File: config.mk
export PLATFORM = sky130hd
export DESIGN_NAME = ps2_mouse_packet_tracker_core
export DESIGN_NICKNAME = d
export VERILOG_FILES = /design/src/design/ps2mpt_pkg.sv /design/src/design/ps2_mouse_packet_tracker_core.sv
export SDC_FILE = /design/constraint.sdc
export NUM_CORES = 1
export LEC_CHECK = 0
export BUFFER_PORTS_ARGS = -buffer_cell sky130_fd_sc_hd__buf_2
export CAP_MARGIN = 15
export CORE_MARGIN = 10
export CORE_UTILIZATION = 60
export DETAILED_ROUTE_END_ITERATION = 7
export PLACE_DENSITY = 0.91
export SYNTH_ARGS = -nofsm -noshare
export SYNTH_HDL_FRONTEND = slang
export SYNTH_SLANG_ARGS = --single-unit
File: constraint.sdc
create_clock -name aclk -period 13.7 [get_ports aclk]
set_clock_uncertainty 0.15 [all_clocks]
set_input_delay 2.74 -clock aclk [delete_from_list [all_inputs] [get_ports aclk]]
set_output_delay 2.74 -clock aclk [all_outputs]
set_load 0.02 [all_outputs]
File: src/design/ps2mpt_pkg.sv
package ps2mpt_pkg;

    // Field and register widths fixed by the interface
    localparam int unsigned CFG_IDX_W   = 3;
    localparam int unsigned CFG_DATA_W  = 13;
    localparam int unsigned SCR_SIZE_W  = 13;
    localparam int unsigned GAP_W       = 8;
    localparam int unsigned DLIM_W      = 7;
    localparam int unsigned TIME_W      = 32;
    localparam int unsigned CURSOR_W    = 12;

    // Configuration register indexes
    localparam logic [CFG_IDX_W-1:0] CFG_SCREEN_WIDTH  = 3'd0;
    localparam logic [CFG_IDX_W-1:0] CFG_SCREEN_HEIGHT = 3'd1;
    localparam logic [CFG_IDX_W-1:0] CFG_FOUR_BYTE     = 3'd2;
    localparam logic [CFG_IDX_W-1:0] CFG_GAP_LIMIT     = 3'd3;
    localparam logic [CFG_IDX_W-1:0] CFG_DELTA_LIMIT   = 3'd4;

    // Configuration reset values
    localparam logic [SCR_SIZE_W-1:0] RST_SCREEN_WIDTH  = 13'd1024;
    localparam logic [SCR_SIZE_W-1:0] RST_SCREEN_HEIGHT = 13'd768;
    localparam logic [GAP_W-1:0]      RST_GAP_LIMIT     = 8'd25;
    localparam logic [DLIM_W-1:0]     RST_DELTA_LIMIT   = 7'd100;

    // Cursor reset position
    localparam int unsigned RST_POS_X = 512;
    localparam int unsigned RST_POS_Y = 384;

    // Input mode codes
    localparam logic MODE_BYTE    = 1'b0;
    localparam logic MODE_SET_POS = 1'b1;

    // Bits of the packet start byte
    localparam int unsigned BIT_LEFT   = 0;
    localparam int unsigned BIT_RIGHT  = 1;
    localparam int unsigned BIT_MIDDLE = 2;
    localparam int unsigned BIT_SYNC   = 3;
    localparam int unsigned BIT_X_OVF  = 6;
    localparam int unsigned BIT_Y_OVF  = 7;

    // Position within a packet
    typedef enum logic [3:0] {
        PH_START = 4'b0001,
        PH_X     = 4'b0010,
        PH_Y     = 4'b0100,
        PH_WHEEL = 4'b1000
    } phase_t;

endpackage

File: src/design/ps2_mouse_packet_tracker_core.sv
// Channel   Direction  Handshake          Word
// s_        in         s_valid / s_ready  mode, data_byte, now_ms, absolute_active, new_x, new_y
// m_        out        m_valid / m_ready  move_x, move_y, cursor_x/y, button bits
// cfg_      in         cfg_wr_en          cfg_index, cfg_wdata (no wait, no read-back)
//
// One word is taken per cycle unless a waiting result stalls: a word goes into the
// input register, and as it leaves, the framing, clamping and cursor logic updates the
// state and, when the word completes a packet, loads the result register.
// A waiting result stalls the input register only while m_ready is low.
// aresetn is synchronous and active low; it restores the default configuration,
// clears the framing state and puts the cursor at 512, 384.
module ps2_mouse_packet_tracker_core
    import ps2mpt_pkg::*;
#(
    parameter int unsigned COORD_BITS = 12
) (
    input  logic                    aclk,
    input  logic                    aresetn,

    input  logic                    cfg_wr_en,
    input  logic [CFG_IDX_W-1:0]    cfg_index,
    input  logic [CFG_DATA_W-1:0]   cfg_wdata,

    input  logic                    s_valid,
    output logic                    s_ready,
    input  logic                    s_mode,
    input  logic [7:0]              s_data_byte,
    input  logic [TIME_W-1:0]       s_now_ms,
    input  logic                    s_absolute_active,
    input  logic signed [31:0]      s_new_x,
    input  logic signed [31:0]      s_new_y,

    output logic                    m_valid,
    input  logic                    m_ready,
    output logic signed [7:0]       m_move_x,
    output logic signed [7:0]       m_move_y,
    output logic [CURSOR_W-1:0]     m_cursor_x,
    output logic [CURSOR_W-1:0]     m_cursor_y,
    output logic                    m_left_pressed,
    output logic                    m_right_pressed,
    output logic                    m_middle_pressed
);

    // Width for comparing a screen limit with the coordinate ceiling
    localparam int unsigned LW = (COORD_BITS > SCR_SIZE_W) ? COORD_BITS + 1 : SCR_SIZE_W + 1;
    // Width of a signed cursor sum
    localparam int unsigned SW = COORD_BITS + 2;
    localparam logic [LW-1:0] COORD_TOP = LW'((64'd1 << COORD_BITS) - 64'd1);

    // Configuration registers
    logic [SCR_SIZE_W-1:0] screen_width_reg;
    logic [SCR_SIZE_W-1:0] screen_height_reg;
    logic                four_byte_reg;
    logic [GAP_W-1:0]    gap_limit_reg;
    logic [DLIM_W-1:0]   delta_limit_reg;

    // Input register
    logic                in_valid_reg;
    logic                in_mode_reg;
    logic [7:0]          in_data_reg;
    logic [TIME_W-1:0]   in_now_reg;
    logic                in_abs_reg;
    logic signed [31:0]  in_new_x_reg;
    logic signed [31:0]  in_new_y_reg;

    // Tracker state
    phase_t              phase_reg, phase_next;
    logic [7:0]          first_byte_reg, first_byte_next;
    logic [7:0]          x_byte_reg, x_byte_next;
    logic [7:0]          y_byte_reg, y_byte_next;
    logic [TIME_W-1:0]   last_time_reg, last_time_next;
    logic [COORD_BITS-1:0] pos_x_reg, pos_x_next;
    logic [COORD_BITS-1:0] pos_y_reg, pos_y_next;

    // Result register
    logic                out_valid_reg;
    logic signed [7:0]   out_move_x_reg, out_move_x_next;
    logic signed [7:0]   out_move_y_reg, out_move_y_next;
    logic [COORD_BITS-1:0] out_pos_x_reg;
    logic [COORD_BITS-1:0] out_pos_y_reg;
    logic [2:0]          out_buttons_reg;

    logic                advance;
    logic                done;
    logic [COORD_BITS-1:0] limit_x;
    logic [COORD_BITS-1:0] limit_y;

    // Configuration writes; a zero screen size is ignored
    always_ff @(posedge aclk) begin
        if (!aresetn) begin
            screen_width_reg  <= RST_SCREEN_WIDTH;
            screen_height_reg <= RST_SCREEN_HEIGHT;
            four_byte_reg     <= 1'b0;
            gap_limit_reg     <= RST_GAP_LIMIT;
            delta_limit_reg   <= RST_DELTA_LIMIT;
        end else if (cfg_wr_en) begin
            case (cfg_index)
                CFG_SCREEN_WIDTH: begin
                    if (cfg_wdata != '0) screen_width_reg <= cfg_wdata;
                end
                CFG_SCREEN_HEIGHT: begin
                    if (cfg_wdata != '0) screen_height_reg <= cfg_wdata;
                end
                CFG_FOUR_BYTE:   four_byte_reg   <= cfg_wdata[0];
                CFG_GAP_LIMIT:   gap_limit_reg   <= cfg_wdata[GAP_W-1:0];
                CFG_DELTA_LIMIT: delta_limit_reg <= cfg_wdata[DLIM_W-1:0];
                default: ;
            endcase
        end
    end

    // Cursor limits: screen size minus one, capped at the coordinate ceiling
    always_comb begin
        logic [LW-1:0] lx;
        logic [LW-1:0] ly;
        lx = LW'(screen_width_reg - 1'b1);
        ly = LW'(screen_height_reg - 1'b1);
        limit_x = COORD_BITS'((lx < COORD_TOP) ? lx : COORD_TOP);
        limit_y = COORD_BITS'((ly < COORD_TOP) ? ly : COORD_TOP);
    end

    // Handshake: the input register moves on whenever the result register can take a word
    assign advance = in_valid_reg && (!out_valid_reg || m_ready);
    assign s_ready = !in_valid_reg || advance;

    always_ff @(posedge aclk) begin
        if (!aresetn) begin
            in_valid_reg <= 1'b0;
        end else if (s_ready) begin
            in_valid_reg <= s_valid;
        end
    end

    always_ff @(posedge aclk) begin
        if (s_valid && s_ready) begin
            in_mode_reg  <= s_mode;
            in_data_reg  <= s_data_byte;
            in_now_reg   <= s_now_ms;
            in_abs_reg   <= s_absolute_active;
            in_new_x_reg <= s_new_x;
            in_new_y_reg <= s_new_y;
        end
    end

    // Framing, delta clamping and cursor update for the word in the input register
    always_comb begin
        phase_t              eff_phase;
        logic [TIME_W-1:0]   gap;
        logic [7:0]          y_cur;
        logic signed [8:0]   dx;
        logic signed [9:0]   dy;
        logic signed [9:0]   lim_s;
        logic signed [SW-1:0] sum_x;
        logic signed [SW-1:0] sum_y;

        phase_next      = phase_reg;
        first_byte_next = first_byte_reg;
        x_byte_next     = x_byte_reg;
        y_byte_next     = y_byte_reg;
        last_time_next  = last_time_reg;
        pos_x_next      = pos_x_reg;
        pos_y_next      = pos_y_reg;
        done            = 1'b0;
        y_cur           = y_byte_reg;

        // Resynchronise when the mid-packet gap is too long
        gap       = in_now_reg - last_time_reg;
        eff_phase = phase_reg;
        if (phase_reg != PH_START && gap > TIME_W'(gap_limit_reg)) begin
            eff_phase = PH_START;
        end

        if (in_mode_reg == MODE_SET_POS) begin
            // Load the cursor, clamped to the screen
            if (in_new_x_reg < 0) begin
                pos_x_next = '0;
            end else if (in_new_x_reg > signed'(32'(limit_x))) begin
                pos_x_next = limit_x;
            end else begin
                pos_x_next = COORD_BITS'(in_new_x_reg);
            end
            if (in_new_y_reg < 0) begin
                pos_y_next = '0;
            end else if (in_new_y_reg > signed'(32'(limit_y))) begin
                pos_y_next = limit_y;
            end else begin
                pos_y_next = COORD_BITS'(in_new_y_reg);
            end
        end else begin
            last_time_next = in_now_reg;
            phase_next     = eff_phase;
            case (eff_phase)
                PH_START: begin
                    if (in_data_reg[BIT_SYNC] && !in_data_reg[BIT_X_OVF]
                        && !in_data_reg[BIT_Y_OVF]) begin
                        first_byte_next = in_data_reg;
                        phase_next      = PH_X;
                    end
                end
                PH_X: begin
                    x_byte_next = in_data_reg;
                    phase_next  = PH_Y;
                end
                PH_Y: begin
                    y_byte_next = in_data_reg;
                    y_cur       = in_data_reg;
                    if (four_byte_reg) begin
                        phase_next = PH_WHEEL;
                    end else begin
                        phase_next = PH_START;
                        done       = 1'b1;
                    end
                end
                PH_WHEEL: begin
                    phase_next = PH_START;
                    done       = 1'b1;
                end
                default: begin
                    phase_next = PH_START;
                end
            endcase
        end

        // Sign-extend, drop an overflowed axis, flip Y and clamp both deltas
        dx = first_byte_reg[BIT_X_OVF] ? 9'sd0 : 9'(signed'(x_byte_reg));
        dy = first_byte_reg[BIT_Y_OVF] ? 10'sd0 : -10'(signed'(y_cur));
        lim_s = signed'(10'(delta_limit_reg));
        if (10'(dx) > lim_s) begin
            dx = 9'(lim_s);
        end else if (10'(dx) < -lim_s) begin
            dx = 9'(-lim_s);
        end
        if (dy > lim_s) begin
            dy = lim_s;
        end else if (dy < -lim_s) begin
            dy = -lim_s;
        end
        out_move_x_next = 8'(dx);
        out_move_y_next = 8'(dy);

        // Move the cursor unless absolute pointing owns it
        sum_x = signed'(SW'(pos_x_reg)) + SW'(out_move_x_next);
        sum_y = signed'(SW'(pos_y_reg)) + SW'(out_move_y_next);
        if (done && !in_abs_reg) begin
            if (sum_x < 0) begin
                pos_x_next = '0;
            end else if (sum_x > signed'(SW'(limit_x))) begin
                pos_x_next = limit_x;
            end else begin
                pos_x_next = COORD_BITS'(sum_x);
            end
            if (sum_y < 0) begin
                pos_y_next = '0;
            end else if (sum_y > signed'(SW'(limit_y))) begin
                pos_y_next = limit_y;
            end else begin
                pos_y_next = COORD_BITS'(sum_y);
            end
        end
    end

    // Tracker state update
    always_ff @(posedge aclk) begin
        if (!aresetn) begin
            phase_reg      <= PH_START;
            first_byte_reg <= '0;
            x_byte_reg     <= '0;
            y_byte_reg     <= '0;
            last_time_reg  <= '0;
            pos_x_reg      <= COORD_BITS'(RST_POS_X);
            pos_y_reg      <= COORD_BITS'(RST_POS_Y);
        end else if (advance) begin
            phase_reg      <= phase_next;
            first_byte_reg <= first_byte_next;
            x_byte_reg     <= x_byte_next;
            y_byte_reg     <= y_byte_next;
            last_time_reg  <= last_time_next;
            pos_x_reg      <= pos_x_next;
            pos_y_reg      <= pos_y_next;
        end
    end

    // Result register
    always_ff @(posedge aclk) begin
        if (!aresetn) begin
            out_valid_reg <= 1'b0;
        end else if (advance && done) begin
            out_valid_reg <= 1'b1;
        end else if (m_ready) begin
            out_valid_reg <= 1'b0;
        end
    end

    always_ff @(posedge aclk) begin
        if (advance && done) begin
            out_move_x_reg  <= out_move_x_next;
            out_move_y_reg  <= out_move_y_next;
            out_pos_x_reg   <= pos_x_next;
            out_pos_y_reg   <= pos_y_next;
            out_buttons_reg <= {first_byte_reg[BIT_MIDDLE], first_byte_reg[BIT_RIGHT],
                                first_byte_reg[BIT_LEFT]};
        end
    end

    assign m_valid          = out_valid_reg;
    assign m_move_x         = out_move_x_reg;
    assign m_move_y         = out_move_y_reg;
    assign m_cursor_x       = CURSOR_W'(out_pos_x_reg);
    assign m_cursor_y       = CURSOR_W'(out_pos_y_reg);
    assign m_left_pressed   = out_buttons_reg[0];
    assign m_right_pressed  = out_buttons_reg[1];
    assign m_middle_pressed = out_buttons_reg[2];

`ifndef SYNTH
    // A finished packet always shows up as a result word in the next cycle
    a_done_gives_result: assert property (@(posedge aclk) disable iff (!aresetn)
        advance && done |=> m_valid)
        else $error("completed packet did not produce a result word");

    // A set-position word never disturbs packet framing
    a_setpos_keeps_phase: assert property (@(posedge aclk) disable iff (!aresetn)
        advance && in_mode_reg == MODE_SET_POS |=> $stable(phase_reg))
        else $error("set-position word changed the packet phase");

    // Reported deltas respect the clamp bound
    a_delta_bound: assert property (@(posedge aclk) disable iff (!aresetn)
        m_valid |-> (m_move_x <= signed'(8'(delta_limit_reg))
                     && m_move_x >= -signed'(8'(delta_limit_reg))
                     && m_move_y <= signed'(8'(delta_limit_reg))
                     && m_move_y >= -signed'(8'(delta_limit_reg))))
        else $error("result delta exceeds the clamp bound");
`endif

endmodule
* Yosys cells after proc, flatten, opt, wreduce, memory -nomap -nowiden
Index checks and enable logic that the tools add are counted.
** Word-level totals
- Memories kept :: 0
- Bits in latches :: 0
- ROM bits :: 0
- Word-level logic and storage cells :: 113
- Memory bits (writable) :: 0
- Input bits :: 127
- Output and inout bits :: 45
- Bits in registers :: 277
** Cells by class
- Mux-type cells :: 31
- Reduce and logical (&&, ||, !) cells :: 25
- Equal/unequal tests :: 9
- Bitwise operators :: 1
- $add $sub $neg :: 7
- Shifts and indexed selects :: 0
- Div/mod/pow operators :: 0
- Order comparisons :: 15
- Multipliers :: 0
** Operators by type and width (count)
- $mux 12 :: 14
- $gt 32x13->1 :: 2
- $lt 32x1->1 const B :: 2
- $mux 8 :: 6
- $gt 32x8->1 :: 1
- $sub 32x32->32 :: 1
- $add 13x8->14 :: 2
- $gt 14x13->1 :: 2
- $lt 14x1->1 const B :: 2
- $lt 14x12->1 const B :: 2
- $sub 13x1->14 const B :: 2
- $reduce_bool 13->1 :: 1
- $mux 4 :: 3
- $pmux 4 s3 :: 1
- $gt 10x8->1 :: 1
- $lt 10x10->1 :: 1
- $lt 9x10->1 :: 1
- $mux 10 :: 1
- $neg 7->10 :: 1
- $neg 8->10 :: 1
- $gt 9x8->1 :: 1
- $mux 9 :: 1
- $reduce_and 3->1 :: 3
- $reduce_and 2->1 :: 4
- other kinds (17) :: 32

* Depth between registers and ports, before layout
- Word-level depth :: 17
- Gate-level depth with buffers :: 55
- Depth with buffers taken out :: 53

* Least setup slack after synthesis
No wires, ideal clock.
- Path type :: flip-flop to flip-flop
- Start :: register in_now_reg[4]
- End :: register out_pos_y_reg[0] (netlist: m_cursor_y[0]), data pin
- Path buffers :: 4
- Cell stages (with the launch flop) :: 53
- Setup time :: 0.259 ns
- Period minus slack after synthesis :: 10.766 ns
- Setup slack :: 2.934 ns
- Arrival :: 10.357 ns
- Path through :: edfxtp_1 ha_1 buf_2 a21o_1 a31o_2 nor2_1 o21ai_0 xor2_1 ha_1 a21oi_1 o21ai_0 o22ai_1 o2111ai_1 or4_1 or4_4 or3_4 nor3_4 buf_4 [17 not listed] a21oi_1 nor2b_1 o21ai_0 nand2b_1 nand2b_1 o22ai_1 xnor2_1 ha_1 a21o_1 a21oi_1 o21ai_0 a21o_1 a21o_1 o31a_1 clkbuf_1 a211oi_1 a311oi_1 or2_1
** On the way
- Word-level cells in the longest chain between the ends :: 17
** Ends and longest elaborated chain
- start, declared :: RTL line ps2_mouse_packet_tracker_core.sv:61 : logic [TIME_W-1:0] in_now_reg;
- start signal, assigned :: RTL line ps2_mouse_packet_tracker_core.sv:138 : in_now_reg <= s_now_ms;
- $sub 32x32->32 * :: RTL line ps2_mouse_packet_tracker_core.sv:167 : gap = in_now_reg - last_time_reg;
- $gt 32x8->1 * :: RTL line ps2_mouse_packet_tracker_core.sv:169 : if (phase_reg != PH_START && gap > TIME_W'(gap_limit_reg)) begin
- $logic_and 1x1->1 * :: RTL line ps2_mouse_packet_tracker_core.sv:169
- $mux 4 * :: RTL line ps2_mouse_packet_tracker_core.sv:169
- $eq 4x3->1 * :: RTL line ps2_mouse_packet_tracker_core.sv:192 : case (eff_phase)
- $mux 8 * (2 in series)
- $neg 8->10 * :: RTL line ps2_mouse_packet_tracker_core.sv:226 : dy = first_byte_reg[BIT_Y_OVF] ? 10'sd0 : -10'(signed'(y_cur));
- $mux 10 * :: RTL line ps2_mouse_packet_tracker_core.sv:226
- [2 not listed]
- $mux 8 * :: RTL line ps2_mouse_packet_tracker_core.sv:233 : if (dy > lim_s) begin
- net out_move_y_next[1] :: RTL line ps2_mouse_packet_tracker_core.sv:78 : logic signed [7:0] out_move_y_reg, out_move_y_next;
- $add 13x8->14 * :: RTL line ps2_mouse_packet_tracker_core.sv:243 : sum_y = signed'(SW'(pos_y_reg)) + SW'(out_move_y_next);
- $gt 14x13->1 :: RTL line ps2_mouse_packet_tracker_core.sv:254 : end else if (sum_y > signed'(SW'(limit_y))) begin
- $mux 12 :: RTL line ps2_mouse_packet_tracker_core.sv:254
- $mux 12 * :: RTL line ps2_mouse_packet_tracker_core.sv:252 : if (sum_y < 0) begin
- $mux 12 * :: RTL line ps2_mouse_packet_tracker_core.sv:244 : if (done && !in_abs_reg) begin
- net pos_y_next[0] :: RTL line ps2_mouse_packet_tracker_core.sv:73 : logic [COORD_BITS-1:0] pos_y_reg, pos_y_next;
- end signal, assigned :: RTL line ps2_mouse_packet_tracker_core.sv:299 : out_pos_y_reg <= pos_y_next;
- end, declared :: RTL line ps2_mouse_packet_tracker_core.sv:80 : logic [COORD_BITS-1:0] out_pos_y_reg;
Mark *: on every way through the listed nets, which the timed path passes. The rest lies on a longest branch.
A chain may end at the register's enable or synchronous reset.

* Final worst setup path
- Start :: register in_now_reg[4]
- End :: register out_pos_y_reg[8] (netlist: m_cursor_y[8]), data pin
The elaborated chain is that of the path after synthesis.

==> metrics.txt <==
status=finished, violations left; failing checks=design-rule violations; Cell Int Power=between 1500 and 2000 uW; Post-CTS Setup Bufs=0; drt first pass iters=8; fin crit share=approximately nine tenths; CTS Buffer Depth=3; total of max-cap violations=0; Seq cells post-synth=about 270; DP Wirelength=~37 mm; Tightest Pin Transition=~1.1 ns; Hold Vio Cnt, Final=0; leakage=~0.0083 uW; DP Worst Slack=1.89 ns; Final Net Count=2324; path depth of the worst reg2reg path=48; first-pass GRT wire length=just under 80 mm; Congestion Overflow GR=0; antenna viol nets, final=0; R2R Path Start=in_now_reg[4]; Ports=172; Sequential Power Share=41.4%; fmax=roughly 83 MHz; Worst EP arrival=around 12 ns; CP max FO=14; slowest stage delay, CP=0.61 ns; drt initial violations=around 1500; Crit Path Class=register to register; DIE AREA=36500 sq um; vias in the first global route=roughly 15000; PortBufs=171; Slew HR=~30%; syn_nets=about 2200; routed len/inst=20.0 um; Final WS setup=approximately 1.6 ns; Die X-Extent=~190 um; Synth Warn #=0; num rows=62; Post-Syn Area=between 15000 and 20000 sq um; clock sinks=~270; min-delay src=first_byte_reg[1]; worst hold slack=~0.28 ns; total vias in the final route=between 15000 and 20000; Final TNS setup=0 ns; cell area after layout=19700 sq um; RSZ-0062 raised after global routing=false; Critical path origin=in_now_reg[4]; Seq/Total Area, Yosys=between 30% and 40%; Final Max Tran Viols=0; Via density=between 6 and 7; hold_buf cts=0; FFs w/ async S/R, synth=0%; CTS tree=built; maximum vdd drop=a little under 0.0001 V; Mean Syn Cell Area=slightly above 9 sq um; Synth Flop Type=edfxtp_1; area delta synth->final=12.2%; RD Place Congestion=slightly above 1; WP data required=approximately 14 ns; layout cells sized above 1=a little over an eighth; Clock transition at path regs=approximately 0.070 ns; startpoint types=register; Sw Share=30.0%; Slowest-stage cell, CP=nor3_4; drt total wl=roughly 49 mm; die height=approximately 190 um; Comb pwr share=a little under a quarter; Hold Path Stages=0; largest net degree at the start of global routing=roughly 120; Psw=between 600 and 700 uW; CTS Buf Count=30; library cells used by synthesis=92; Mapped Cells=between 1500 and 2000; PD cells=about 110 nW/um^2; worst skew pair latency=around 0.58 ns; Final min period=around 12 ns; initial antenna violation count=6; number of synthesized flops with an enable pin=~150; Root Driver=clkbuf_16; detailed-route DRC error count=2; H-tree depth=1; Worst setup EP type=register; Tot GR Track Use=about a quarter; critical path's most frequent cell=a21o_1; end-of-flow core utilization=between 60 and 70%; final setup fails=0; core area=~29000 sq um; Clock power frac=35.8%; dpl cell area=~19000 sq um; Hold Path Class=register to register; Initial Utilization=between 60% and 70%; post-CTS sizing=0
metrics by stage:
stage               total power [uW]  std cells
CTS                             2260       2459
detailed placement              1450       2403
global placement                1440       2403
global route                    2370       2461
floorplan                       1320       1913
finish                          2270       2464
worst max-delay path: cells and delay by family, from the launching register on:
kind	cells	cell delay (ns)
compound gates	29	5.27
flops	1	0.39
mux	2	0.64
fa+ha+maj	6	2.12
simple gates	9	2.87
xor+xnor	2	0.36
synthesized netlist by cell type (all sizes together), types with 12 or more instances:
cell	instances	area (sq um)
nand2	241	907
xnor2	42	368
inv	117	439
nor4	19	119
a21o	30	225
nor2	122	460
xor2	25	219
a31oi	23	144
dfxtp	125	2500
nand2b	33	206
o21a	16	120
o21bai	12	90.1
a21oi	114	612
o21ai	95	479
o211ai	22	165
buf	13	76.3
nor3	39	221
nor2b	80	500
o31ai	12	104
o22ai	19	119
nand3	35	175
edfxtp	149	4470
a21boi	46	345
mux2i	78	793
a211oi	15	118
o211a	17	170
clkbuf	65	244
ha	142	1780
or3	15	104
nand4	30	188
cells by family (layout without fill, tap and decap cells):
family	after synthesis	after routing	synth area share, %
xor gates and xnor gates	67	67	3.34
DFF	274	274	39.7
AOI/OAI and AO/OA	487	487	19.0
other	0	4	0
and+or+nand+nor	661	661	18.4
muxes	83	83	4.83
adders and majority gates	145	145	10.4
buffers and inverters	196	359	4.34
layer usage:
metal / global-route usage [%] / up-vias / part of all wire, % / routed length (um)
met4: 10.4 / 4 / 3.9 / 1900
met1: 32.4 / 7125 / 40 / 19800
li1: - / 7229 / - / -
met3: 5.16 / 149 / 8.5 / 4200
met5: 0 / - / 0.043 / 21
met2: 43.9 / 683 / 47 / 23300
area by class of cell:
type	count	area, sq um
clock inverters	13	159
clock buffers	43	830
repair buffers	185	965
fillers	2230	9050
multi-input cells	1443	9870
diodes	4	10.0
inverters	118	443
well taps	384	480
flip-flops and latches	274	6980
power by group through the flow:
stage	clock (uW)	combinational, uW	sequential (uW)
3_3_place_gp	0	485	952
5_1_grt	856	570	942
2_1_floorplan	0	374	943
6_report	811	517	938
4_1_cts	822	503	937
3_5_place_dp	0	499	954
final timing paths:
check	end	slack (ns)
worst max-delay path	m_cursor_y[8]	1.63
worst min-delay path	out_buttons_reg[1]	0.28
worst max register to register	m_cursor_y[8]	1.63
worst min register to register	out_buttons_reg[1]	0.28
cells in the final DEF, fill, tap and decap left out, types with 22 or more instances in the layout:
| cell | netlist | final |
|---|---|---|
| edfxtp_1 | 149 | 149 |
| inv_1 | 117 | 117 |
| nand3_1 | 35 | 35 |
| nor3_1 | 35 | 35 |
| nor2_1 | 121 | 119 |
| dfxtp_1 | 125 | 125 |
| clkbuf_16 | 0 | 30 |
| o211ai_1 | 22 | 22 |
| a31oi_1 | 23 | 23 |
| nand4_1 | 30 | 30 |
| nor2b_1 | 80 | 79 |
| nand2b_1 | 33 | 33 |
| a21o_1 | 30 | 30 |
| a21oi_1 | 107 | 107 |
| buf_2 | 7 | 171 |
| o21ai_0 | 84 | 84 |
| nand2_1 | 240 | 240 |
| a21boi_0 | 44 | 44 |
| xor2_1 | 25 | 25 |
| ha_1 | 142 | 142 |
| mux2i_1 | 77 | 77 |
| xnor2_1 | 42 | 42 |
No activity file was read; power rests on OpenSTA's default activity.
